$ cat config.mk
export PLATFORM = sky130hd
export DESIGN_NAME = select_before_operate_sequencer
export DESIGN_NICKNAME = d
export VERILOG_FILES = /design/src/rtl/sbo_pkg.sv /design/src/rtl/sbo_cfg.sv /design/src/rtl/sbo_seq.sv /design/src/rtl/sbo_oq.sv /design/src/rtl/select_before_operate_sequencer.sv
export SDC_FILE = /design/constraint.sdc
export NUM_CORES = 1
export LEC_CHECK = 0
export CAP_MARGIN = 15
export CORE_ASPECT_RATIO = 0.75
export CORE_MARGIN = 3
export CORE_UTILIZATION = 49
export DETAILED_ROUTE_END_ITERATION = 7
export DONT_BUFFER_PORTS = 1
export HOLD_SLACK_MARGIN = 0.12
export SETUP_SLACK_MARGIN = 0.4
export SYNTH_ARGS = -nofsm -noshare
export SYNTH_HDL_FRONTEND = slang
export SYNTH_SLANG_ARGS = --single-unit
export TNS_END_PERCENT = 5
$ cat constraint.sdc
create_clock -name i_clk -period 6.8 [get_ports i_clk]
set_input_delay 0.68 -clock i_clk [delete_from_list [all_inputs] [get_ports i_clk]]
set_output_delay 0.68 -clock i_clk [all_outputs]
set_load 0.1 [all_outputs]
$ cat src/rtl/sbo_pkg.sv
// ----------------------------------------------------------------------------
// sbo_pkg
// Shared types and codes for the select-before-operate sequencer.
// ----------------------------------------------------------------------------
package sbo_pkg;

    localparam int DataW   = 16;
    localparam int CfgIdxW = 3;

    // request types
    localparam logic [1:0] REQ_START = 2'd0;
    localparam logic [1:0] REQ_TICK  = 2'd1;
    localparam logic [1:0] REQ_WRSP  = 2'd2;
    localparam logic [1:0] REQ_RRSP  = 2'd3;

    // result kinds
    localparam logic [1:0] KIND_WRITE = 2'd0;
    localparam logic [1:0] KIND_READ  = 2'd1;
    localparam logic [1:0] KIND_DONE  = 2'd2;

    // done status
    localparam logic [1:0] ST_OK      = 2'd0;
    localparam logic [1:0] ST_ERR     = 2'd1;
    localparam logic [1:0] ST_TIMEOUT = 2'd2;

    // points
    localparam logic PT_CONTROL  = 1'b0;
    localparam logic PT_FEEDBACK = 1'b1;

    // register indexes
    localparam logic [CfgIdxW-1:0] CFG_SELECT_OFFSET       = 3'd0;
    localparam logic [CfgIdxW-1:0] CFG_SELECT_FEEDBACK     = 3'd1;
    localparam logic [CfgIdxW-1:0] CFG_OPERATE_OFFSET      = 3'd2;
    localparam logic [CfgIdxW-1:0] CFG_EXECUTE_FEEDBACK    = 3'd3;
    localparam logic [CfgIdxW-1:0] CFG_SELECT_POLL_LIMIT   = 3'd4;
    localparam logic [CfgIdxW-1:0] CFG_FEEDBACK_POLL_LIMIT = 3'd5;

    localparam logic [DataW-1:0] POLL_LIMIT_RESET = 16'd10;

    // sequencer phases
    localparam logic [3:0] PH_IDLE     = 4'd0;
    localparam logic [3:0] PH_SEL_WR   = 4'd1;
    localparam logic [3:0] PH_SEL_TICK = 4'd2;
    localparam logic [3:0] PH_SEL_RD   = 4'd3;
    localparam logic [3:0] PH_GAP_TICK = 4'd4;
    localparam logic [3:0] PH_OP_WR    = 4'd5;
    localparam logic [3:0] PH_EXE_TICK = 4'd6;
    localparam logic [3:0] PH_EXE_RD   = 4'd7;
    localparam logic [3:0] PH_ST_TICK  = 4'd8;
    localparam logic [3:0] PH_ST_RD    = 4'd9;

    typedef struct packed {
        logic signed [DataW-1:0] select_offset;
        logic signed [DataW-1:0] select_feedback;
        logic signed [DataW-1:0] operate_offset;
        logic signed [DataW-1:0] execute_feedback;
        logic        [DataW-1:0] select_poll_limit;
        logic        [DataW-1:0] feedback_poll_limit;
    } t_cfg;

    typedef struct packed {
        logic        [1:0]       out_kind;
        logic        [DataW-1:0] device_id;
        logic                    point_sel;
        logic signed [DataW-1:0] write_value;
        logic        [1:0]       done_status;
    } t_result;

endpackage

$ cat src/rtl/sbo_cfg.sv
// ----------------------------------------------------------------------------
// sbo_cfg
// Configuration register file, written one register per transfer.
// ----------------------------------------------------------------------------
module sbo_cfg
    import sbo_pkg::*;
(
    input  logic               i_clk,
    input  logic               i_rst_n,
    input  logic               i_cfg_valid,
    output logic               o_cfg_ready,
    input  logic [CfgIdxW-1:0] i_cfg_index,
    input  logic [DataW-1:0]   i_cfg_data,
    output t_cfg               o_cfg
);

    t_cfg r_cfg;
    t_cfg n_cfg;

    assign o_cfg_ready = 1'b1;
    assign o_cfg       = r_cfg;

    always_comb begin
        n_cfg = r_cfg;
        if (i_cfg_valid) begin
            case (i_cfg_index)
                CFG_SELECT_OFFSET:       n_cfg.select_offset       = i_cfg_data;
                CFG_SELECT_FEEDBACK:     n_cfg.select_feedback     = i_cfg_data;
                CFG_OPERATE_OFFSET:      n_cfg.operate_offset      = i_cfg_data;
                CFG_EXECUTE_FEEDBACK:    n_cfg.execute_feedback    = i_cfg_data;
                CFG_SELECT_POLL_LIMIT:   n_cfg.select_poll_limit   = i_cfg_data;
                CFG_FEEDBACK_POLL_LIMIT: n_cfg.feedback_poll_limit = i_cfg_data;
                default: ;
            endcase
        end
    end

    always_ff @(posedge i_clk) begin
        if (!i_rst_n) begin
            r_cfg.select_offset       <= '0;
            r_cfg.select_feedback     <= '0;
            r_cfg.operate_offset      <= '0;
            r_cfg.execute_feedback    <= '0;
            r_cfg.select_poll_limit   <= POLL_LIMIT_RESET;
            r_cfg.feedback_poll_limit <= POLL_LIMIT_RESET;
        end else begin
            r_cfg <= n_cfg;
        end
    end

endmodule

$ cat src/rtl/sbo_seq.sv
// ----------------------------------------------------------------------------
// sbo_seq
// Input register and phase sequencer; one registered item handled per cycle while the output queue has room.
// ----------------------------------------------------------------------------
module sbo_seq
    import sbo_pkg::*;
(
    input  logic                    i_clk,
    input  logic                    i_rst_n,
    input  logic                    i_in_valid,
    output logic                    o_in_stall,
    input  logic [1:0]              i_req_type,
    input  logic signed [DataW-1:0] i_target_value,
    input  logic [DataW-1:0]        i_control_device,
    input  logic [DataW-1:0]        i_status_device,
    input  logic                    i_resp_ok,
    input  logic signed [DataW-1:0] i_read_value,
    input  t_cfg                    i_cfg,
    input  logic                    i_out_room,
    output logic                    o_push,
    output t_result                 o_result
);

    logic                    r_in_valid;
    logic [1:0]              r_req;
    logic signed [DataW-1:0] r_target;
    logic [DataW-1:0]        r_ctl;
    logic [DataW-1:0]        r_sts;
    logic                    r_ok;
    logic signed [DataW-1:0] r_rv;

    logic [3:0]              r_phase;
    logic [DataW-1:0]        r_poll;
    logic signed [DataW-1:0] r_held_target;
    logic [DataW-1:0]        r_held_ctl;
    logic [DataW-1:0]        r_held_sts;

    logic [3:0]              n_phase;
    logic [DataW-1:0]        n_poll;
    logic signed [DataW-1:0] n_held_target;
    logic [DataW-1:0]        n_held_ctl;
    logic [DataW-1:0]        n_held_sts;

    logic                    fire;
    logic                    has_res;
    t_result                 res;
    logic signed [DataW-1:0] expect_state;
    logic [DataW-1:0]        poll_inc;

    assign fire         = r_in_valid && i_out_room;
    assign o_in_stall   = r_in_valid && !i_out_room;
    assign expect_state = r_held_target + i_cfg.operate_offset;
    assign poll_inc     = r_poll + 16'd1;
    assign o_push       = fire && has_res;
    assign o_result     = res;

    always_comb begin
        n_phase       = r_phase;
        n_poll        = r_poll;
        n_held_target = r_held_target;
        n_held_ctl    = r_held_ctl;
        n_held_sts    = r_held_sts;
        has_res       = 1'b0;
        res           = '0;
        case (r_phase)
            PH_IDLE: begin
                if (r_req == REQ_START) begin
                    n_held_target   = r_target;
                    n_held_ctl      = r_ctl;
                    n_held_sts      = r_sts;
                    n_poll          = '0;
                    n_phase         = PH_SEL_WR;
                    has_res         = 1'b1;
                    res.out_kind    = KIND_WRITE;
                    res.device_id   = r_ctl;
                    res.point_sel   = PT_CONTROL;
                    res.write_value = r_target + i_cfg.select_offset;
                end
            end
            PH_SEL_WR: begin
                if (r_req == REQ_WRSP) begin
                    n_poll = '0;
                    if (!r_ok) begin
                        n_phase         = PH_IDLE;
                        has_res         = 1'b1;
                        res.out_kind    = KIND_DONE;
                        res.done_status = ST_ERR;
                    end else if (i_cfg.select_poll_limit == '0) begin
                        n_phase         = PH_IDLE;
                        has_res         = 1'b1;
                        res.out_kind    = KIND_DONE;
                        res.done_status = ST_TIMEOUT;
                    end else begin
                        n_phase = PH_SEL_TICK;
                    end
                end
            end
            PH_SEL_TICK: begin
                if (r_req == REQ_TICK) begin
                    n_phase       = PH_SEL_RD;
                    has_res       = 1'b1;
                    res.out_kind  = KIND_READ;
                    res.device_id = r_held_ctl;
                    res.point_sel = PT_CONTROL;
                end
            end
            PH_SEL_RD: begin
                if (r_req == REQ_RRSP) begin
                    if (!r_ok) begin
                        n_phase         = PH_IDLE;
                        has_res         = 1'b1;
                        res.out_kind    = KIND_DONE;
                        res.done_status = ST_ERR;
                    end else if (r_rv == i_cfg.select_feedback) begin
                        n_phase = PH_GAP_TICK;
                    end else begin
                        n_poll = poll_inc;
                        if (poll_inc >= i_cfg.select_poll_limit) begin
                            n_phase         = PH_IDLE;
                            has_res         = 1'b1;
                            res.out_kind    = KIND_DONE;
                            res.done_status = ST_TIMEOUT;
                        end else begin
                            n_phase = PH_SEL_TICK;
                        end
                    end
                end
            end
            PH_GAP_TICK: begin
                if (r_req == REQ_TICK) begin
                    n_phase         = PH_OP_WR;
                    has_res         = 1'b1;
                    res.out_kind    = KIND_WRITE;
                    res.device_id   = r_held_ctl;
                    res.point_sel   = PT_CONTROL;
                    res.write_value = expect_state;
                end
            end
            PH_OP_WR: begin
                if (r_req == REQ_WRSP) begin
                    n_poll = '0;
                    if (!r_ok || i_cfg.feedback_poll_limit == '0) begin
                        n_phase         = PH_IDLE;
                        has_res         = 1'b1;
                        res.out_kind    = KIND_DONE;
                        res.done_status = ST_ERR;
                    end else begin
                        n_phase = PH_EXE_TICK;
                    end
                end
            end
            PH_EXE_TICK: begin
                if (r_req == REQ_TICK) begin
                    n_phase       = PH_EXE_RD;
                    has_res       = 1'b1;
                    res.out_kind  = KIND_READ;
                    res.device_id = r_held_sts;
                    res.point_sel = PT_CONTROL;
                end
            end
            PH_EXE_RD: begin
                if (r_req == REQ_RRSP) begin
                    if (r_ok && r_rv == i_cfg.execute_feedback) begin
                        n_poll = '0;
                        if (i_cfg.feedback_poll_limit == '0) begin
                            n_phase         = PH_IDLE;
                            has_res         = 1'b1;
                            res.out_kind    = KIND_DONE;
                            res.done_status = ST_ERR;
                        end else begin
                            n_phase = PH_ST_TICK;
                        end
                    end else begin
                        n_poll = poll_inc;
                        if (poll_inc >= i_cfg.feedback_poll_limit) begin
                            n_phase         = PH_IDLE;
                            has_res         = 1'b1;
                            res.out_kind    = KIND_DONE;
                            res.done_status = ST_ERR;
                        end else begin
                            n_phase = PH_EXE_TICK;
                        end
                    end
                end
            end
            PH_ST_TICK: begin
                if (r_req == REQ_TICK) begin
                    n_phase       = PH_ST_RD;
                    has_res       = 1'b1;
                    res.out_kind  = KIND_READ;
                    res.device_id = r_held_sts;
                    res.point_sel = PT_FEEDBACK;
                end
            end
            PH_ST_RD: begin
                if (r_req == REQ_RRSP) begin
                    if (r_ok && r_rv == expect_state) begin
                        n_phase         = PH_IDLE;
                        has_res         = 1'b1;
                        res.out_kind    = KIND_DONE;
                        res.done_status = ST_OK;
                    end else begin
                        n_poll = poll_inc;
                        if (poll_inc >= i_cfg.feedback_poll_limit) begin
                            n_phase         = PH_IDLE;
                            has_res         = 1'b1;
                            res.out_kind    = KIND_DONE;
                            res.done_status = ST_ERR;
                        end else begin
                            n_phase = PH_ST_TICK;
                        end
                    end
                end
            end
            default: begin
                n_phase = PH_IDLE;
            end
        endcase
    end

    // input register
    always_ff @(posedge i_clk) begin
        if (!i_rst_n) begin
            r_in_valid <= 1'b0;
        end else if (!o_in_stall) begin
            r_in_valid <= i_in_valid;
        end
    end

    always_ff @(posedge i_clk) begin
        if (i_in_valid && !o_in_stall) begin
            r_req    <= i_req_type;
            r_target <= i_target_value;
            r_ctl    <= i_control_device;
            r_sts    <= i_status_device;
            r_ok     <= i_resp_ok;
            r_rv     <= i_read_value;
        end
    end

    // sequencer state
    always_ff @(posedge i_clk) begin
        if (!i_rst_n) begin
            r_phase       <= PH_IDLE;
            r_poll        <= '0;
            r_held_target <= '0;
            r_held_ctl    <= '0;
            r_held_sts    <= '0;
        end else if (fire) begin
            r_phase       <= n_phase;
            r_poll        <= n_poll;
            r_held_target <= n_held_target;
            r_held_ctl    <= n_held_ctl;
            r_held_sts    <= n_held_sts;
        end
    end

    a_done_to_idle: assert property (@(posedge i_clk) disable iff (!i_rst_n)
        o_push && res.out_kind == KIND_DONE |=> r_phase == PH_IDLE)
        else $error("done result did not return sequencer to idle");

    a_start_selects: assert property (@(posedge i_clk) disable iff (!i_rst_n)
        fire && r_phase == PH_IDLE && r_req == REQ_START
        |=> r_phase == PH_SEL_WR && r_poll == '0)
        else $error("start did not enter select write phase");

    a_hold_on_stall: assert property (@(posedge i_clk) disable iff (!i_rst_n)
        !fire |=> $stable(r_phase) && $stable(r_poll))
        else $error("sequencer state moved without a transfer");

endmodule

$ cat src/rtl/sbo_oq.sv
// ----------------------------------------------------------------------------
// sbo_oq
// Two-entry result queue: output register plus skid register.
// ----------------------------------------------------------------------------
module sbo_oq
    import sbo_pkg::*;
(
    input  logic    i_clk,
    input  logic    i_rst_n,
    input  logic    i_push,
    input  t_result i_result,
    output logic    o_room,
    output logic    o_out_valid,
    input  logic    i_out_stall,
    output t_result o_result
);

    logic    r_ov;
    logic    r_sv;
    t_result r_main;
    t_result r_skid;
    logic    n_ov;
    logic    n_sv;
    t_result n_main;
    t_result n_skid;
    logic    pop;

    assign pop         = r_ov && !i_out_stall;
    assign o_room      = !r_sv;
    assign o_out_valid = r_ov;
    assign o_result    = r_main;

    always_comb begin
        n_ov   = r_ov;
        n_sv   = r_sv;
        n_main = r_main;
        n_skid = r_skid;
        if (pop) begin
            if (r_sv) begin
                n_main = r_skid;
                n_sv   = 1'b0;
            end else begin
                n_ov = 1'b0;
            end
        end
        if (i_push) begin
            if (!n_ov) begin
                n_main = i_result;
                n_ov   = 1'b1;
            end else begin
                n_skid = i_result;
                n_sv   = 1'b1;
            end
        end
    end

    always_ff @(posedge i_clk) begin
        if (!i_rst_n) begin
            r_ov <= 1'b0;
            r_sv <= 1'b0;
        end else begin
            r_ov <= n_ov;
            r_sv <= n_sv;
        end
    end

    always_ff @(posedge i_clk) begin
        r_main <= n_main;
        r_skid <= n_skid;
    end

    a_skid_behind_main: assert property (@(posedge i_clk) disable iff (!i_rst_n)
        r_sv |-> r_ov)
        else $error("skid entry held without an output entry");

endmodule

$ cat src/rtl/select_before_operate_sequencer.sv
// ----------------------------------------------------------------------------
// select_before_operate_sequencer
// Two-point select-before-operate command sequencer.
// ----------------------------------------------------------------------------
// The block takes one item per clock cycle while o_in_stall is low: start,
// tick, write response or read response. An accepted item lands in an input
// register, the phase sequencer handles it once the output queue has room,
// and any write request, read request or done result it causes is placed in
// a two-entry output queue, which presents it on o_out_valid.
// The input stalls only while an item waits in the input register and the
// output queue is full. Items that do not fit the current phase are dropped
// without a result. Configuration registers are written through the cfg
// channel, which is always ready, and must only be written while idle.
module select_before_operate_sequencer
    import sbo_pkg::*;
(
    input  logic                    i_clk,
    input  logic                    i_rst_n,

    input  logic                    i_cfg_valid,
    output logic                    o_cfg_ready,
    input  logic [CfgIdxW-1:0]      i_cfg_index,
    input  logic [DataW-1:0]        i_cfg_data,

    input  logic                    i_in_valid,
    output logic                    o_in_stall,
    input  logic [1:0]              i_req_type,
    input  logic signed [DataW-1:0] i_target_value,
    input  logic [DataW-1:0]        i_control_device,
    input  logic [DataW-1:0]        i_status_device,
    input  logic                    i_resp_ok,
    input  logic signed [DataW-1:0] i_read_value,

    output logic                    o_out_valid,
    input  logic                    i_out_stall,
    output logic [1:0]              o_out_kind,
    output logic [DataW-1:0]        o_device_id,
    output logic                    o_point_sel,
    output logic signed [DataW-1:0] o_write_value,
    output logic [1:0]              o_done_status
);

    t_cfg    cfg;
    t_result seq_result;
    t_result out_result;
    logic    push;
    logic    room;

    sbo_cfg u_cfg (
        .i_clk       (i_clk),
        .i_rst_n     (i_rst_n),
        .i_cfg_valid (i_cfg_valid),
        .o_cfg_ready (o_cfg_ready),
        .i_cfg_index (i_cfg_index),
        .i_cfg_data  (i_cfg_data),
        .o_cfg       (cfg)
    );

    sbo_seq u_seq (
        .i_clk            (i_clk),
        .i_rst_n          (i_rst_n),
        .i_in_valid       (i_in_valid),
        .o_in_stall       (o_in_stall),
        .i_req_type       (i_req_type),
        .i_target_value   (i_target_value),
        .i_control_device (i_control_device),
        .i_status_device  (i_status_device),
        .i_resp_ok        (i_resp_ok),
        .i_read_value     (i_read_value),
        .i_cfg            (cfg),
        .i_out_room       (room),
        .o_push           (push),
        .o_result         (seq_result)
    );

    sbo_oq u_oq (
        .i_clk       (i_clk),
        .i_rst_n     (i_rst_n),
        .i_push      (push),
        .i_result    (seq_result),
        .o_room      (room),
        .o_out_valid (o_out_valid),
        .i_out_stall (i_out_stall),
        .o_result    (out_result)
    );

    assign o_out_kind    = out_result.out_kind;
    assign o_device_id   = out_result.device_id;
    assign o_point_sel   = out_result.point_sel;
    assign o_write_value = out_result.write_value;
    assign o_done_status = out_result.done_status;

endmodule

; ---- Word level (Yosys, flattened, before mapping)
; Index checks and enable logic that the tools add are counted.
; Widths: inputs -> output; s select.
[totals]
rom_bits = 0
input_bits = 91
word_cells = 195
output_inout_bits = 40
memories = 0
ramBits = 0
ff_bits = 308
latch_bits = 0
[classes]
eq_ne = 34
n_shift = 0
bitwise = 0
n_mul = 0
n_div = 0
n_addsub = 3
order_cmp = 2
n_reduce_logical = 30
mux = 96
[op_table]
columns = op, n
row1 = $mux 37, 4
row2 = $mux 16, 9
row3 = $pmux 17 s5, 1
row4 = $pmux 16 s5, 1
row5 = $mux 33, 2
row6 = $mux 4, 16
row7 = $mux 18, 3
row8 = $mux 2, 26
row9 = $eq 16x16->1, 3
row10 = $pmux 4 s10, 1
row11 = $add 16x16->16, 2
row12 = $ge 16x16->1, 2
row13 = $logic_not 16->1, 2
row14 = $pmux 16 s2, 1
row15 = $mux 1, 27
row16 = $ne 2x1->1 const B, 12
row17 = $pmux 2 s10, 1
row18 = $add 16x1->16 const B, 1
row19 = $eq 4x3->1 const B, 4
row20 = $reduce_and 2->1, 7
row21 = $reduce_and 11->1, 1
row22 = $pmux 2 s5, 1
row23 = $reduce_and 10->1, 1
row24 = $eq 4x2->1 const B, 2
row25 = 20 further kinds, 35

; ---- Depth between registers and ports, before layout
[logic_depth]
depth_word = 9
ltp_mapped = 20
ltp_nobuf = 17

; ---- Hierarchy
; From an unflattened synthesis, not the netlist that was laid out.
[unflattened]
hier_cells = 1625
area_unflattened_um2 = 15907.8
[modules_own_cells]
columns = module, cells_per_inst, area_each_um2, n_inst, seq_area_each_um2
row1 = sbo_seq, 1029, 9211.3, 1, 3393.3
row2 = sbo_cfg, 340, 3545.9, 1, 1921.8
row3 = sbo_oq, 256, 3150.5, 1, 1891.8

; ---- Worst setup path before layout
; No wires, ideal clock.
[synth_path]
kind = reg2reg
from = reg u_seq.r_poll[4]
to = reg u_oq.r_skid[0] (netlist name) (enable)
setup_slack_ns = 0.704
synth_period_minus_slack_ns = 6.096
setup_ns = 0.431
path_buffers = 3
stages_incl_launch_ff = 19
required_ns = 6.369
arrival_time_ns = 5.665
cell_sequence = dfxtp_1 > clkbuf_1 > nand2_1 > nor3_1 > and3_1 > clkbuf_1 > nand3_1 > or2_2 > clkbuf_1 > nor2_1 > xor2_1 > ha_1 > o2111ai_1 > or4b_2 > o21ai_0 > nor2_1 > o41ai_1 > o211ai_1 > nor2_1
[synth_between]
elab_chain_len = 9
word_cells_on_any_way = 15
[synth_rtl]
columns = item, line_no
row1 = "start, declared", sbo_seq.sv:33  ; logic [DataW-1:0] r_poll;
row2 = "start signal, assigned", sbo_seq.sv:251  ; r_poll <= n_poll;
row3 = $add 16x1->16 (*), sbo_seq.sv:53  ; assign poll_inc = r_poll + 16'd1;
row4 = $ge 16x16->1, sbo_seq.sv:118  ; if (poll_inc >= i_cfg.select_poll_limit) begin
row5 = $mux 1, sbo_seq.sv:118
row6 = $mux 1, sbo_seq.sv:114  ; end else if (r_rv == i_cfg.select_feedback) begin
row7 = $mux 1, sbo_seq.sv:109  ; if (!r_ok) begin
row8 = $mux 1, sbo_seq.sv:108  ; if (r_req == REQ_RRSP) begin
row9 = $pmux 1 s7 (*), sbo_seq.sv:65  ; case (r_phase)
row10 = $logic_and 1x1->1 (*), sbo_seq.sv:54  ; assign o_push = fire && has_res;
row11 = $reduce_and 2->1 (no source line) (*), -
row12 = "end signal, assigned", sbo_oq.sv:69  ; r_skid <= n_skid;
row13 = "end, declared", sbo_oq.sv:21  ; t_result r_skid;
; Mark *: on every way between the ends. The rest lies on a longest branch, timed or not.
; A chain may end at the register's enable or synchronous reset.

==> impl_metrics.yaml <==
run_status:
  status: "finished, final reports clean"
place:
  place_area_um2: 16300
  hpwl_um: 29700
  dp_cells: 2046
  port_buffers: 0
  gp_congestion: 0.891
worst_setup_path:
  cpLargestDelayFamily: "simple AND/OR/NAND/NOR gates"
  r2r_slack_ns: 0.95
  path_max_fanout: 18
  critPathBufInv: 1
  cp.arrival_ns: 6.31
  setup.worst_path.class: "flop to flop"
  required_ns: 7.25
  critPathSlowestCell: "or4b_2"
  cpPeakStageDelay_ns: 0.67
  cp-end-kind: "flop"
  worstSetupStartpointType: "flop"
  crit_path_frequent_cell: "nor2_1"
  crit_chain: "ha_1 > nand3_1 > nor2_1 > nand3_1 > nor2_1 > nand3_1 > nor2_1 > xor2_1 > ha_1 > o2111ai_1 > or4b_2 > o21ai_0 > nor2_1 > o41ai_2 > o2111a_2 > buf_4 > mux2_2"
final_layout:
  fin_cells: 2106
  seq_area_um2: 7210
  multi_input_area_um2: 8250
  final_nets: 1803
  n_fill_cell: 2814
  syn_to_final_growth_pct: 8.46
  layout_common_cells: "nand2_1 (374), dfxtp_1 (204), a21boi_0 (145)"
  n_antenna_cell: 0
  stdcell_area_um2: 17400
  layout-drive-gt1-share: 0.101
  final_common_cell: "nand2_1"
sta:
  finalCritPeriodShare: 0.861
  fmax_ghz: 0.171
  maxSlewViolCount: 0
  worstMarginPinSlew_ns: 1.12
  finalSetupViolCount: 0
  rsz0062_at_grt: "no"
  hold_viol_final: 0
  setup_tns_ns: 0
  max_slew_margin: 0.252
  period_needed_ns: 5.85
  clock_skew_ns: 0.00970
floorplan:
  pin_count: 131
  die_h_um: 163
  core_um2: 31700
  start_util: 0.505
  die_w_um: 215
  dieArea_um2: 35000
  rows: 56
routing:
  final_antenna_net_count: 0
  routed_wl_um: 42300
  wire_per_inst_um: 20.1
  vias: 11888
  drt_iter0_markers: 1044
  via_per_inst: 5.64
  drc: 0
  drt-pass1-iter-count: 8
clocking:
  cts_buffers: 31
  clk_latency_ns: 0.57
  cts_max_path_buffers: 3
  clkSinkCount: 308
  htreeDepth: 1
  cts_root_buf: "clkbuf_16"
  cts.clk_slew.worst_paths_ns: 0.07
  cts_setup_buffers: 0
  cts_tree: "built"
  hold_buffers: 0
synthesis:
  netlist_area_um2: 16000
  ys_ff_latch: 308
  ys_async_sr_fraction: 0
  syn_area_per_cell_um2: 9.47
  yosysWarnings: 0
  syn_inst: 1694
  synth_edf_count: 104
  ys_seq_area_frac: 0.449
  synth_cell_type_count: 77
  synth_nets: 1850
  synth_ff_type: "dfxtp_1"
power_and_ir_drop:
  ir_drop_v: 0.000228
  power_per_cell_area_nw_per_um2: 265
  leakagePower_nw: 6.23
flow_run:
  maxCapViolCount: 0
global_route:
  grt_pass1_vias: 11431
  gr-total-overflow: 0
  grt_max_degree: 172
  antenna_found_initial: 0
  grt_usage: 0.238
  grt_pass1_wl_um: 66000
min_path:
  hp-class: "input pin to flop"
## flip-flops by register name, summed over array words and instances, names as in the netlist
register	count
u_oq.o_out_valid	1
u_seq.r_ctl	16
u_seq.r_rv	16
u_oq.r_skid	37
u_seq.r_phase	4
u_seq.r_in_valid	1
u_oq.r_sv	1
u_seq.r_target	16
u_seq.r_held_ctl	16
u_cfg.o_cfg	96
u_seq.r_req	2
u_oq.o_result	37
u_seq.r_held_target	16
u_seq.r_sts	16
u_seq.r_ok	1
u_seq.r_held_sts	16
u_seq.r_poll	16
## routing by layer
metal | part of all wire | up-vias | GRT usage | wire [um]
met3 | 0.056 | 61 | 0.0461 | 2390
met2 | 0.43 | 312 | 0.366 | 18200
met5 | 0 | - | 0 | 0
li1 | - | 5912 | - | -
met1 | 0.49 | 5603 | 0.347 | 20900
met4 | 0.021 | 0 | 0.0559 | 880
## cells by family (layout without fill, tap and decap cells)
family	Yosys count	count (layout)	synth area share
compound gates	395	395	0.175
other cells	1	1	0.000234
simple gates	609	609	0.170
mux	89	89	0.0684
xor+xnor	80	80	0.0473
flops	308	308	0.449
fa+ha+maj	65	65	0.0517
buf+inv	147	124	0.0388
## area by class of cell
cell class / instances / area share
sequential: 308 / 0.414
timing repair buffer: 21 / 0.00928
tap: 435 / 0.0313
inverter: 46 / 0.00993
multi-input combinational: 1239 / 0.474
clock inverter: 21 / 0.0138
clock buffer: 36 / 0.0468
## per-stage QoR
step	util	total power, mW	setup slack, ns	hold WS [ns]
2_1_floorplan	-	2.77	0.704	0.443
3_3_place_gp	0.514	2.86	1.15	0.449
3_5_place_dp	0.514	2.87	0.933	0.457
4_1_cts	0.547	4.64	0.873	0.173
5_1_grt	0.548	4.76	0.428	0.177
6_report	0.548	4.61	0.946	0.202
## cell usage after synthesis (8+ instances only)
cell | n | area share
nor2_1 | 55 | 0.013
inv_1 | 46 | 0.011
dfxtp_1 | 204 | 0.25
o21ai_0 | 70 | 0.022
nand4_1 | 18 | 0.0070
and3_1 | 8 | 0.0031
edfxtp_1 | 104 | 0.19
a21boi_0 | 145 | 0.068
nor2b_1 | 13 | 0.0051
nor3_1 | 26 | 0.0081
o211ai_1 | 9 | 0.0042
nand3_1 | 29 | 0.0091
clkbuf_1 | 88 | 0.021
nand2b_1 | 22 | 0.0086
nand2_1 | 374 | 0.088
nor4_1 | 25 | 0.0098
a22o_1 | 9 | 0.0049
mux2i_1 | 14 | 0.0087
and2_1 | 8 | 0.0031
xor2_1 | 31 | 0.017
mux2_2 | 45 | 0.032
a22oi_1 | 18 | 0.0084
a31oi_1 | 8 | 0.0031
a21oi_1 | 33 | 0.010
a21o_1 | 14 | 0.0066
nor4b_1 | 10 | 0.0055
a211oi_1 | 8 | 0.0037
mux2_4 | 30 | 0.028
ha_1 | 63 | 0.049
xnor2_1 | 45 | 0.025
o21a_1 | 26 | 0.012
## path summary, 6_finish.rpt
check                                                 startpoint                                to  depth (start not counted)
worst min register to register  u_seq.r_held_sts[4]$_SDFFE_PN0P_  u_seq.r_held_sts[4]$_SDFFE_PN0P_                          2
worst max register to register      u_seq.r_poll[0]$_SDFFE_PN0P_          u_oq.o_result[0]$_DFF_P_                         17
worst min-delay path                          i_target_value[12]      u_seq.r_target[12]$_DFFE_PP_                          0
worst max-delay path                u_seq.r_poll[0]$_SDFFE_PN0P_          u_oq.o_result[0]$_DFF_P_                         17
## power by group
| part | internal, mW | switching, mW | leakage, nW |
|---|---|---|---|
| clock | 1.04 | 0.732 | 0.503 |
| sequential | 2.00 | 0.442 | 2.67 |
| combinational | 0.195 | 0.190 | 3.06 |
## repair_timing
| item | CTS | global route |
|---|---|---|
| endpoints found under the hold margin | 0 | 0 |
| setup endpoints to repair | 0 | 22 |
| resized for setup | 0 | 1 |
Power figures use the tool's default switching activity.
